## src/tabbt_pkg.sv

```systemverilog
// ----------------------------------------------------------------------------
// tabbt_pkg
// Shared types and constants of the triangular A*B*B^T + A^T*A engine.
// ----------------------------------------------------------------------------
package tabbt_pkg;

	localparam int MAX_SIZE_DEF = 16;
	localparam int FUNC_W       = 2;
	localparam int IDX_W        = 4;
	localparam int VAL_W        = 16;
	localparam int STAT_W       = 2;
	localparam int DATA_W       = 64;
	localparam int CFG_W        = 5;
	localparam int AB_W         = 36;
	localparam logic [CFG_W-1:0] SIZE_RST = CFG_W'(16);

	typedef enum logic [FUNC_W-1:0] {
		FUNC_WR_A  = 2'd0,
		FUNC_WR_B  = 2'd1,
		FUNC_START = 2'd2,
		FUNC_RD_C  = 2'd3
	} func_t;

	typedef enum logic [STAT_W-1:0] {
		ST_WR_OK = 2'd0,
		ST_DONE  = 2'd1,
		ST_RD_OK = 2'd2,
		ST_RANGE = 2'd3
	} status_t;

	typedef enum logic [2:0] {
		SEQ_IDLE,
		SEQ_PH1,
		SEQ_DRAIN,
		SEQ_PH2,
		SEQ_FLUSH
	} seq_state_t;

	// one issued multiply-accumulate step
	typedef struct packed {
		logic valid;
		logic phase2;
		logic first;
		logic last;
		logic term_en;
	} mac_ctl_t;

endpackage

```

## src/tabbt_mac.sv

```systemverilog
// ----------------------------------------------------------------------------
// tabbt_mac
// Multiply-accumulate pipeline: products, term sum, accumulate and write back.
// ----------------------------------------------------------------------------
module tabbt_mac import tabbt_pkg::*; #(
	parameter int AW = 8
) (
	input  logic                     clk,
	input  logic                     arst_n,
	input  mac_ctl_t                 ctl_in,
	input  logic [AW-1:0]            waddr_in,
	input  logic signed [VAL_W-1:0]  a0_rdata,
	input  logic signed [VAL_W-1:0]  a1_rdata,
	input  logic signed [VAL_W-1:0]  b_rdata,
	input  logic signed [AB_W-1:0]   ab_rdata,
	output logic                     ab_we,
	output logic                     c_we,
	output logic [AW-1:0]            wr_addr,
	output logic [AB_W-1:0]          ab_wdata,
	output logic [DATA_W-1:0]        c_wdata,
	output logic                     busy
);
	localparam int P1_W = AB_W + VAL_W;
	localparam int P2_W = 2 * VAL_W;

	mac_ctl_t                 ctl_s1, ctl_s2, ctl_s3;
	logic [AW-1:0]            waddr_s1, waddr_s2, waddr_s3;
	logic signed [AB_W-1:0]   opx;
	logic signed [P1_W-1:0]   m1, p1_s2;
	logic signed [P2_W-1:0]   m2, p2_s2;
	logic signed [DATA_W-1:0] term_s3, acc_q, acc_d;

	always_ff @(posedge clk or negedge arst_n) begin
		if (!arst_n) begin
			ctl_s1 <= '0;
			ctl_s2 <= '0;
			ctl_s3 <= '0;
		end else begin
			ctl_s1 <= ctl_in;
			ctl_s2 <= ctl_s1;
			ctl_s3 <= ctl_s2;
		end
	end

	assign opx = ctl_s1.phase2 ? ab_rdata : AB_W'(a0_rdata);
	assign m1  = opx * b_rdata;
	assign m2  = a0_rdata * a1_rdata;

	always_ff @(posedge clk) begin
		waddr_s1 <= waddr_in;
		waddr_s2 <= waddr_s1;
		waddr_s3 <= waddr_s2;
		// drop the terms outside the triangle
		p1_s2    <= (!ctl_s1.phase2 && !ctl_s1.term_en) ? '0 : m1;
		p2_s2    <= (ctl_s1.phase2 && ctl_s1.term_en) ? m2 : '0;
		term_s3  <= DATA_W'(p1_s2) + DATA_W'(p2_s2);
		if (ctl_s3.valid) begin
			acc_q <= acc_d;
		end
	end

	assign acc_d    = (ctl_s3.first ? '0 : acc_q) + term_s3;
	assign ab_we    = ctl_s3.valid && ctl_s3.last && !ctl_s3.phase2;
	assign c_we     = ctl_s3.valid && ctl_s3.last && ctl_s3.phase2;
	assign wr_addr  = waddr_s3;
	assign ab_wdata = acc_d[AB_W-1:0];
	assign c_wdata  = acc_d;
	assign busy     = ctl_s1.valid || ctl_s2.valid || ctl_s3.valid;
endmodule
```

## config.mk

```make
export PLATFORM = sky130hd
export DESIGN_NAME = tabbt_mac
export DESIGN_NICKNAME = d
export VERILOG_FILES = /design/src/tabbt_pkg.sv /design/src/tabbt_mac.sv
export SDC_FILE = /design/constraint.sdc
export NUM_CORES = 2
export LEC_CHECK = 0
export BUFFER_PORTS_ARGS = -buffer_cell sky130_fd_sc_hd__buf_2
export CORE_ASPECT_RATIO = 1.4
export CORE_MARGIN = 4
export CORE_UTILIZATION = 65
export CTS_CLUSTER_SIZE = 25
export DETAILED_ROUTE_END_ITERATION = 6
export HOLD_SLACK_MARGIN = 0.03
export PLACE_DENSITY = 0.84
export SYNTH_ARGS = -nofsm -noshare
export SYNTH_HDL_FRONTEND = slang
export SYNTH_SLANG_ARGS = --single-unit
```

## constraint.sdc

```tcl
create_clock -name clk -period 12.13 [get_ports clk]
set_input_delay 0 -clock clk [delete_from_list [all_inputs] [get_ports clk]]
set_output_delay 0 -clock clk [all_outputs]
set_load 0.05 [all_outputs]
```

==> flow_summary.ini <==
[floorplan]
core_area_sq_um = 65410
fp.dieW_microns = 225.1
rows = 111
pin_count = 210
die_area_sq_um = 70200
start_util = 0.6555
die_y_microns = 311.9

[grt]
grt_first_pass_wirelength_microns = 181300
grt.total_usage = 0.3239
antenna_found_initial = 7
grt_pass1_vias = 35930
overflow = 0
grt_max_degree = 65

[cells_and_area]
stdcell_count = 5656
finalNetCount = 6011
final_layout_size_suffix_gt1_frac = 0.06911
syn2layout_area_growth_pct = 5.022
final_area_sq_um = 45030

[logic_synthesis]
synth_enable_flop_cells = 64
ys_ff_latch = 238
syn_nets = 5987
synth.avg_cell_area_sq_um = 9.002
synth_flop_cell = dfxtp_1
syn-cell-area_sq_um = 42880
yosysSeqAreaShare = 0.1276
synthArstFlopShare = 0.05462
ys_types = 85
ys_warn_count = 0
postSynthCellCount = 4763

[drt]
dr.pass1.iters = 5
drt-total-wl_microns = 112300
dr_total_vias = 33170
first_iter_violations = 2067
wire_per_inst_microns = 19.85
drc = 0
vias_per_cell = 5.865
ant_nets = 0

[sta]
tightestPinTransition_ns = 1.050
rsz0062_at_grt = false
fin_tns_setup_ns = 0
finalCriticalPeriod_ns = 7.783
fmax_mhz = 128.5
max-slew-margin-rel = 0.3002
hold_violations = 0
worst_clock_skew_ns = 0.01233
setup_violations = 0
slew_viol_final = 0
fin_ws_ns = 4.347
fin_crit_sh = 0.6416

[clock_network]
clk_latency_ns = 0.56
cts.clk_slew.worst_paths_ns = 0.07
clock_sinks = 238
cts_tree = yes
h-tree-depth = 1
numCtsBuffers = 23
ctsResizeCount = 0
clock_path_buffers = 3
clockRootBuffer = clkbuf_16

[place]
dp_slack_ns = 4.415
placed_area_sq_um = 44050
finalWeightedCongestion = 0.9983
hpwl_microns = 90190
port-buffer-count = 209
dp.cells = 5592

[hold_path]
hold_class = in -> reg

[setup_path]
startpoint = ctl_s1[3]$_DFF_PN0_
r2r_slack_ns = 4.35
r2r-start = ctl_s1[3]$_DFF_PN0_
rr_endpoint = p1_s2[47]$_SDFF_PP0_
reg2regPathDepth = 26
crit_end = p1_s2[47]$_SDFF_PP0_
cp.arrival_ns = 8.22
criticalPathCategory = reg -> reg
cp.required_ns = 12.56
critPathLaunchType = register
cp_max_fo = 45
crit_path_end_kind = register

[status]
outcome = finished clean

[run]
cap_viol_max_count = 0
[cell usage in the layout, fill, tap and decap left out, drive strengths merged, types with 29 or more instances in the layout]
cell / synthesis / routed
a21oi: 194 / 194
xnor2: 126 / 126
dfxtp: 161 / 161
o211ai: 29 / 29
buf: 50 / 222
o21ai: 116 / 116
nand2: 601 / 601
and2: 333 / 333
fa: 806 / 806
xor2: 68 / 68
a21o: 90 / 90
ha: 319 / 319
nor2b: 96 / 96
edfxtp: 64 / 64
nor2: 195 / 195
nor3: 38 / 38
nand2b: 34 / 34
o21bai: 43 / 43
nand3: 48 / 48
inv: 903 / 912
nand4: 32 / 32
[kinds of logic after synthesis]
family,after synthesis,share of synthesized area
AND/OR/NAND/NOR,1431,0.1604
XOR/XNOR,194,0.03963
buffers and inverters,1143,0.1034
AO/OA/AOI/OAI,616,0.09545
multiplexers,16,0.004144
flip-flops,238,0.1276
adder cells (fa/ha/maj),1125,0.4694
[layout make-up]
cell class,count,area (sq um)
flip-flops and latches,238,5474
fillers,5089,20380
well taps,847,1060
diodes,5,12.51
clock buffers,27,631.9
repair buffers,239,1314
multi-input cells,3382,32980
clock inverters,15,167.7
inverters,903,3390
[repair_timing]
action | CTS | global route
endpoints found under the hold margin | 27 | 0
hold buffers | 17 | 0
setup endpoints to repair | 0 | 0
setup buffers | 0 | 0
[per-layer routing]
layer,GRT usage,routed length [microns]
met3,0.04466,8476
met4,0.1855,8317
met1,0.3769,38880
met2,0.5705,56560
met5,0,26
[cells in the mapped netlist, drive strengths merged (68+ instances only)]
| cell | instances | area share |
|---|---|---|
| a21oi | 194 | 0.023 |
| inv | 903 | 0.079 |
| nor2b | 96 | 0.014 |
| xor2 | 68 | 0.014 |
| o21ai | 116 | 0.014 |
| nand2 | 601 | 0.053 |
| xnor2 | 126 | 0.026 |
| and2 | 333 | 0.049 |
| clkbuf | 190 | 0.017 |
| a21o | 90 | 0.016 |
| dfxtp | 161 | 0.075 |
| nor2 | 195 | 0.017 |
| ha | 319 | 0.093 |
| fa | 806 | 0.38 |
[metrics by stage]
step,util,hold slack [ns]
2_1_floorplan,-,-0.2956
3_3_place_gp,0.6734,-0.08256
3_5_place_dp,0.6734,-0.08231
4_1_cts,0.6882,0.04721
5_1_grt,0.6883,0.07766
6_report,0.6884,0.08487
[state kept, by name (all words and copies together) (netlist names)]
name and count:
ctl_s2 4, acc_q 64, p1_s2 52, wr_addr 8
ctl_s1 5, ctl_s3 4, term_s3 53, waddr_s1 8
p2_s2 32, waddr_s2 8
[how the worst min path moves through the flow]
| stage | cells after the start | endpoint | slack, ns | start |
|---|---|---|---|---|
| 2_1_floorplan | 0 | ctl_s1[0]$_DFF_PN0_ | -0.30 | arst_n |
| 3_3_place_gp | 1 | ctl_s1[1]$_DFF_PN0_ | -0.08 | arst_n |
| 3_5_place_dp | 1 | ctl_s1[0]$_DFF_PN0_ | -0.08 | arst_n |
| 4_1_cts | 3 | p1_s2[0]$_SDFF_PP0_ | 0.05 | b_rdata[0] |
| 5_1_grt | 3 | p1_s2[0]$_SDFF_PP0_ | 0.08 | b_rdata[0] |
| 6_report | 3 | p1_s2[0]$_SDFF_PP0_ | 0.08 | b_rdata[0] |
[critical path, cell delays in order, from the launching register on]
cell and delay [ns]:
dfrtp_2 0.35, buf_4 0.46, nand2b_1 0.20, buf_4 0.28, nand2_1 0.42, and2_1 0.34, fa_1 0.53, inv_1 0.05
fa_1 0.54, inv_1 0.05, fa_1 0.49, inv_1 0.05, fa_1 0.55, fa_1 0.46, fa_1 0.51, inv_1 0.05
ha_1 0.36, a211oi_1 0.34, o211ai_1 0.15, a31oi_1 0.23, o21ai_0 0.17, o211ai_2 0.14, nand2_1 0.13, a221oi_2 0.42
o31ai_1 0.14, xnor2_1 0.15, nor2_1 0.05
Power is left out: the tool's default activity adds up to more than one toggle a clock period on the data nets, which glitch-free logic cannot reach.
