`config.mk`:
```
export PLATFORM = sky130hd
export DESIGN_NAME = tabbt_seq
export DESIGN_NICKNAME = d
export VERILOG_FILES = /design/src/tabbt_pkg.sv /design/src/tabbt_seq.sv
export SDC_FILE = /design/constraint.sdc
export NUM_CORES = 1
export LEC_CHECK = 0
export BUFFER_PORTS_ARGS = -buffer_cell sky130_fd_sc_hd__buf_2
export CELL_PAD_IN_SITES_DETAIL_PLACEMENT = 0
export CELL_PAD_IN_SITES_GLOBAL_PLACEMENT = 1
export CORE_UTILIZATION = 36
export CTS_BUF_LIST = sky130_fd_sc_hd__clkbuf_16
export DETAILED_ROUTE_END_ITERATION = 10
export PLACE_DENSITY_LB_ADDON = 0.1
export SLEW_MARGIN = 20
export SYNTH_ARGS = -nofsm -noshare
export SYNTH_HDL_FRONTEND = slang
export SYNTH_SLANG_ARGS = --single-unit
```
`constraint.sdc`:
```
create_clock -name clk -period 3 [get_ports clk]
set_clock_uncertainty 0.1 [all_clocks]
set_input_delay 0.3 -clock clk [delete_from_list [all_inputs] [get_ports clk]]
set_output_delay 0.3 -clock clk [all_outputs]
set_load 0.005 [all_outputs]
```
`src/tabbt_pkg.sv`:
```
// ----------------------------------------------------------------------------
// tabbt_pkg
// Shared types and constants of the triangular A*B*B^T + A^T*A engine.
// ----------------------------------------------------------------------------
package tabbt_pkg;

	localparam int MAX_SIZE_DEF = 16;
	localparam int FUNC_W       = 2;
	localparam int IDX_W        = 4;
	localparam int VAL_W        = 16;
	localparam int STAT_W       = 2;
	localparam int DATA_W       = 64;
	localparam int CFG_W        = 5;
	localparam int AB_W         = 36;
	localparam logic [CFG_W-1:0] SIZE_RST = CFG_W'(16);

	typedef enum logic [FUNC_W-1:0] {
		FUNC_WR_A  = 2'd0,
		FUNC_WR_B  = 2'd1,
		FUNC_START = 2'd2,
		FUNC_RD_C  = 2'd3
	} func_t;

	typedef enum logic [STAT_W-1:0] {
		ST_WR_OK = 2'd0,
		ST_DONE  = 2'd1,
		ST_RD_OK = 2'd2,
		ST_RANGE = 2'd3
	} status_t;

	typedef enum logic [2:0] {
		SEQ_IDLE,
		SEQ_PH1,
		SEQ_DRAIN,
		SEQ_PH2,
		SEQ_FLUSH
	} seq_state_t;

	// one issued multiply-accumulate step
	typedef struct packed {
		logic valid;
		logic phase2;
		logic first;
		logic last;
		logic term_en;
	} mac_ctl_t;

endpackage

```
`src/tabbt_seq.sv`:
```
// ----------------------------------------------------------------------------
// tabbt_seq
// Compute sequencer: walks i, j, k for both product phases and issues reads.
// ----------------------------------------------------------------------------
module tabbt_seq import tabbt_pkg::*; #(
	parameter int MAX_SIZE = MAX_SIZE_DEF,
	localparam int IW = $clog2(MAX_SIZE),
	localparam int AW = 2 * IW
) (
	input  logic          clk,
	input  logic          arst_n,
	input  logic          start,
	input  logic [IW-1:0] n_last,
	input  logic          mac_busy,
	output mac_ctl_t      ctl,
	output logic [AW-1:0] waddr,
	output logic [AW-1:0] a0_raddr,
	output logic [AW-1:0] a1_raddr,
	output logic [AW-1:0] b_raddr,
	output logic [AW-1:0] ab_raddr,
	output logic          done
);
	seq_state_t    state_q, state_d;
	logic [IW-1:0] i_q, j_q, k_q;
	logic          issue, k_end, j_end, i_end, ph_end;

	assign k_end  = (k_q == n_last);
	assign j_end  = (j_q == n_last);
	assign i_end  = (i_q == n_last);
	assign ph_end = k_end && j_end && i_end;

	always_ff @(posedge clk or negedge arst_n) begin
		if (!arst_n) begin
			state_q <= SEQ_IDLE;
		end else begin
			state_q <= state_d;
		end
	end

	always_comb begin
		state_d = state_q;
		issue   = 1'b0;
		done    = 1'b0;
		unique case (state_q)
			SEQ_IDLE: begin
				if (start) state_d = SEQ_PH1;
			end
			SEQ_PH1: begin
				issue = 1'b1;
				if (ph_end) state_d = SEQ_DRAIN;
			end
			// hold until every A*B element is back in its store
			SEQ_DRAIN: begin
				if (!mac_busy) state_d = SEQ_PH2;
			end
			SEQ_PH2: begin
				issue = 1'b1;
				if (ph_end) state_d = SEQ_FLUSH;
			end
			SEQ_FLUSH: begin
				if (!mac_busy) begin
					state_d = SEQ_IDLE;
					done    = 1'b1;
				end
			end
			default: state_d = SEQ_IDLE;
		endcase
	end

	always_ff @(posedge clk or negedge arst_n) begin
		if (!arst_n) begin
			i_q <= '0;
			j_q <= '0;
			k_q <= '0;
		end else if (issue) begin
			if (k_end) begin
				k_q <= '0;
				if (j_end) begin
					j_q <= '0;
					i_q <= i_end ? '0 : i_q + IW'(1);
				end else begin
					j_q <= j_q + IW'(1);
				end
			end else begin
				k_q <= k_q + IW'(1);
			end
		end
	end

	always_comb begin
		ctl.valid   = issue;
		ctl.phase2  = (state_q == SEQ_PH2);
		ctl.first   = (k_q == '0);
		ctl.last    = k_end;
		// first phase sums k from i upward, second adds A^T*A for k up to i
		ctl.term_en = ctl.phase2 ? (k_q <= i_q) : (k_q >= i_q);
		waddr       = {i_q, j_q};
		a0_raddr    = ctl.phase2 ? {k_q, i_q} : {i_q, k_q};
		a1_raddr    = {k_q, j_q};
		b_raddr     = ctl.phase2 ? {j_q, k_q} : {k_q, j_q};
		ab_raddr    = {i_q, k_q};
	end
endmodule

```
==> metrics.txt, run 1 <==
fin cells 248; clock buffer count from CTS 3; crit path cell chain inv_1 -> ha_1 -> nor2b_1 -> o21ai_0 -> nand2b_1 -> a32o_1 -> a221o_1 -> buf_2; GRT Resource Usage Total 18.1%; Crit Path Category reg2out; sequential share of the synthesized area 29.4%; Placeable Area 3360 µm²; Starting Density 38.0%; Iter 0 DRT Violations 52; Rows 21; Synth area leader dfrtp_1; Sw Pwr 0.550 mW; Via Count 1,231; sequential share of power 30.9%; drt pass-1 iters 4; RSZ-0062 raised after global routing no; global-route wire length before repair 5020 µm; slew at the pin closest to its max-slew limit 0.625 ns; worst path arrival time 2.11 ns; clock slew at reported path FFs 0.05 ns; proportion of layout cells with a drive suffix above 1 31.7%; Overflow after GRT 0; Antenna Nets Post-Route 0; endpoints failing hold 0; Tcrit/Tclk final 83.7%; Seq cells post-synth 15; TNS Setup 0 ns; Internal Power 0.753 mW; # diodes 0; CP required 2.60 ns; syn_nets 176; number of global-route vias before repair 1,056; worst slack, placed 0.750 ns; Avg WL per Cell 12.9 µm; Worst Hold Class in2reg; syn_area_per_cell 7.98 µm²; # IOs 54; Max Slew Vio Count 0; clock insertion delay at the later pin of the skew report 0.25 ns; Synth warnings 0; switching part of the total 42.2%; post-synth top area share 29.4%; Sink Count 15; LEAKAGE 0.836 nW; clock share of power 19.9%; Slew HR 58.0%; fin nets 219; gpl congestion 0.822; Max-cap violations 0; area grow syn2layout 24.1%; synthesized instance count 160; clock root cell clkbuf_16; Critical-path top delay cell dfrtp_1; worst r2r path cells 5; Max IR drop VDD 0.406 mV; clock tree buffer depth 2; Setup violations, final 0; outcome completed; H-tree depth 1; Die Span Y 61.6 µm; Power Total 1.30 mW; combinational fraction of design power 49.2%; Pwr per Cell Area 822 nW/µm²; DRC Markers 0; Worst Setup Start Kind flop; CTS tree built; number of vias per cell 4.96; Die Wd 61.6 µm; predominant post-synthesis flop cell dfrtp_1; Detailed Place HPWL 2450 µm; Final WS setup 0.489 ns; Syn Std Cell Area 1280 µm²; Tmin final 2.51 ns; die area 3790 µm²; Largest stage delay, worst path 0.45 ns; WL final 3210 µm; initial antenna violation count 0; CP Max Fanout 7; synth top area cells dfrtp_1 (29%), nand2_1 (11%), buf_4 (8.2%); Placed Instances 243; fmax 398 MHz; Worst setup EP type output pin; Post-synth EDFFs 0; Port Buffers 53; WHS Path Cells 3; library cells used by synthesis 32; maximum number of pins on one net before global-route repair 16; FFs w/ async S/R, synth 100%
## path summary, 6_finish.rpt
kind / start / end / slack (ns)
hold / removal: mac_busy / state_q[2] / 0.21
min in group asynchronous: arst_n / i_q[0] / 0.39
setup / recovery: i_q[1] / ctl[0] / 0.49
hold reg to reg: state_q[2] / state_q[1] / 0.40
setup reg to reg: k_q[0] / i_q[3] / 0.92
max in group asynchronous: arst_n / k_q[0] / 2.14
## per-layer routing
layer | track usage [%] | vias up | wire length, µm | part of all wire, %
met5 | 0 | - | 0 | 0
met4 | 3.81 | 0 | 16 | 0.50
met3 | 2.10 | 2 | 139 | 4.3
met2 | 30.7 | 33 | 1550 | 48
met1 | 24.8 | 582 | 1500 | 47
li1 | - | 614 | - | -
## cell type report
type | count | area, µm²
clock buffers | 3 | 75.1
clock inverters | 1 | 5.00
fillers | 367 | 1780
inverters | 7 | 26.3
multi-input cells | 120 | 756
flip-flops and latches | 15 | 375
well taps | 46 | 57.6
repair buffers | 56 | 290
## registers in the layout, indices dropped and copies added (netlist names)
signal / flops
j_q: 4
state_q: 3
k_q: 4
i_q: 4
## repair_timing
action                    4_1_cts  5_1_grt
hold endpoints to repair       15        0
hold buffers                    1        0
setup buffers                   0        0
resized for setup               0        0
## Yosys cell counts, types with 2 or more instances
cell	number
nor2b_1	3
dfrtp_1	15
nand2b_1	3
and2_1	2
buf_4	14
xnor2_1	4
inv_1	7
o21ai_0	13
xor2_1	11
nor2_1	9
nand2_1	37
nand4_1	4
ha_1	8
clkbuf_1	4
nand3_1	5
o21ai_1	5
## cell usage in the layout, fill, tap and decap left out, types with 2 or more instances in the layout
cell type	netlist	layout
clkbuf_16	0	3
ha_1	8	8
nor2b_1	3	3
xor2_1	11	11
and2_1	2	2
o21ai_1	5	5
nor2_1	9	9
nand3_1	5	5
o21ai_0	13	13
nand4_1	4	4
xnor2_1	4	4
nand2_1	37	37
dfrtp_1	15	15
inv_1	7	7
buf_4	14	2
nand2b_1	3	3
buf_2	0	53
## power groups by stage
stage	sequential, mW	clock (mW)	combinational, mW
finish	0.403	0.260	0.640
global route	0.421	0.278	0.754
CTS	0.404	0.267	0.652
detailed placement	0.408	0	0.647
global placement	0.405	0	0.646
floorplan	0.362	0	0.466
## through the flow
stage,instance area [µm²],utilization (%),hold WS (ns)
after CTS,1590,47.1,0.215
after global routing,1590,47.1,0.247
after floorplan,1280,-,-0.0956
after detailed placement,1500,44.5,0.135
after global placement,1500,44.5,0.130
final,1590,47.1,0.213
## worst max-delay path: cells and delay by family, from the launching register on
family / cells / cell delay [ns]
buffers and inverters: 2 / 0.23
adders and majority gates: 1 / 0.29
AOI/OAI and AO/OA: 3 / 0.67
DFF: 1 / 0.45
and+or+nand+nor: 2 / 0.24
## cell families (layout without fill, tap and decap cells)
kind of cell	after synthesis	count (layout)	share of synthesized area [%]
AO/OA/AOI/OAI	26	26	12.4
multiplexers	1	1	0.784
flip-flops	15	15	29.4
XOR/XNOR	15	15	10.3
adder cells (fa/ha/maj)	8	8	7.84
buffers and inverters	25	67	11.5
AND/OR/NAND/NOR	70	70	27.8
Note: power is estimated with default switching activity, not from simulation.
==> run 2, diff against run 1 <==
CORE_UTILIZATION = 30   (was 36)
clock period = 2.3 ns   (was 3 ns; I/O delays follow)
==> metrics.txt, run 2 (synthesis gave the netlist of run 1 again) <==
Die Span Y 67.3 µm (+9.2%); clock share of power 19.4% (-0.5 points); commonest non-fill, non-tap cell in the layout buf_2; Via Count 1,262 (+2.5%); Setup violations, final 0 (unchanged); Internal Power 1.04 mW (+39%); Sw Pwr 0.756 mW (+38%); CTS tree built; fin nets 226 (+3.2%); Tcrit/Tclk final 95.6%; Die Wd 67.3 µm (+9.2%); outcome completed; Tmin final 2.20 ns; number of global-route vias before repair 1,144 (+8.3%); DRC Markers 0 (unchanged); combinational fraction of design power 53.1% (+3.9 points); slew at the pin closest to its max-slew limit 0.379 ns (-0.246 ns); Max-cap violations 0 (unchanged); CP Max Fanout 3 (-4); Pwr per Cell Area 1080 nW/µm² (+32%); maximum number of pins on one net before global-route repair 16 (unchanged); endpoints failing hold 0 (unchanged); placed cell area 1540 µm² (+2.8%); LEAKAGE 0.858 nW (+2.7%); CP required 1.97 ns (-0.63 ns); worst path arrival time 1.87 ns (-0.24 ns); Avg WL per Cell 13.5 µm (+4.7%); Max Slew Vio Count 0 (unchanged); clock insertion delay at the later pin of the skew report 0.25 ns (about the same); Slew HR 74.7% (+17 points); Port Buffers 53 (unchanged); Rows 23 (+9.5%); clock root cell clkbuf_16; Placeable Area 4060 µm² (+21%); final core occ 41.0% (-6.1 points); initial antenna violation count 0 (unchanged); clock tree buffer depth 2 (unchanged); Detailed Place HPWL 2660 µm (+8.3%); fin area 1660 µm² (+5.0%); drt pass-1 iters 4 (unchanged); Overflow after GRT 0 (unchanged); GRT Resource Usage Total 16.8% (-1.3 points); switching part of the total 42.0% (-0.18 points); gpl congestion 0.774 (-5.9%); WL final 3510 µm (+9.3%); Starting Density 31.5% (-6.5 points); fmax 455 MHz; H-tree depth 1 (unchanged); area grow syn2layout 30.3%; Worst setup EP type output pin; most frequent cells in the layout buf_2 (53), nand2_1 (37), o21ai_0 (12), xor2_1 (11), dfrtp_1 (11); Sink Count 15 (unchanged); Worst Hold Class in2reg; Crit Path Category reg2out; sequential share of power 27.4% (-3.5 points); Top Registers i_q: 4 flops, j_q: 4 flops, k_q: 4 flops; Hold Worst Slack 0.142 ns (-0.0701 ns); global-route wire length before repair 5550 µm (+11%); clock buffer count from CTS 3 (unchanged); fin cells 259 (+4.4%); # diodes 0 (unchanged); proportion of layout cells with a drive suffix above 1 38.3% (+6.6 points); number of vias per cell 4.87 (-1.8%); # IOs 54 (unchanged); Iter 0 DRT Violations 40 (-23%); Antenna Nets Post-Route 0 (unchanged); Placed Instances 252 (+3.7%); clock slew at reported path FFs 0.05 ns (about the same); die area 4520 µm² (+19%); Worst Setup Start Kind flop; Max IR drop VDD 0.558 mV (+37%)
## run 2: cell count changes in the layout (fill, tap and decap cells not counted), sizes merged
cell	change
inv	-1
clkinvlp	+1
buf	+7
## run 2: path summary, 6_finish.rpt
check / startpoint / endpoint / slack, ns / cells past startpoint
max in group asynchronous: arst_n / i_q[0] / 1.46 / 2
worst max-delay path: i_q[1] / ctl[0] / 0.10 / 8
worst min-delay path: mac_busy / state_q[2] / 0.14 / 3
min in group asynchronous: arst_n / j_q[2] / 0.34 / 2
worst min register to register: state_q[2] / state_q[1] / 0.41 / 1
worst max register to register: k_q[1] / j_q[2] / 0.34 / 7
## run 2: metrics by stage
stage / TNS, ns / power [mW] / setup slack [ns]
after floorplan: 0 / 1.08 / 0.348
after global placement: 0 / 1.42 / 0.336
after CTS: 0 / 1.79 / 0.0242
after global routing: -0.000272 / 1.99 / -0.000272
final: 0 / 1.80 / 0.100
after detailed placement: 0 / 1.43 / 0.280
## run 2: repair_timing
action,in CTS,in global routing
hold buffers,1,0
setup endpoints to repair,0,4
gates resized for setup,0,10
buffers inserted,0,2
endpoints found under the hold margin,15,0
## run 2: power groups by stage
| stage | Sequential [mW] | Combinational (mW) | Clock, mW |
|---|---|---|---|
| 2_1_floorplan | 0.473 | 0.607 | 0 |
| 3_3_place_gp | 0.482 | 0.942 | 0 |
| 3_5_place_dp | 0.489 | 0.939 | 0 |
| 4_1_cts | 0.484 | 0.949 | 0.355 |
| 5_1_grt | 0.518 | 1.10 | 0.370 |
| 6_report | 0.494 | 0.956 | 0.350 |
## run 2: layout make-up
cell class | count | area [µm²]
tap | 50 | 62.6
inverter | 7 | 30.0
multi-input combinational | 120 | 768
fill | 416 | 2390
clock inverter | 1 | 5.00
timing repair buffer | 63 | 343
sequential | 15 | 380
clock buffer | 3 | 75.1
## run 2: routing by layer
metal  GRT usage, %  wire length, µm
met5              0                0
met4           5.59               38
met3           2.53              149
met2           27.1             1690
met1           22.7             1630
## run 2: worst max-delay path, stage by stage (launching register included)
cell	delay (ns)
dfrtp_1	0.38
inv_2	0.09
ha_4	0.20
nor2b_1	0.12
o21ai_1	0.11
nand2b_1	0.08
a32o_1	0.22
a221o_1	0.29
buf_2	0.13
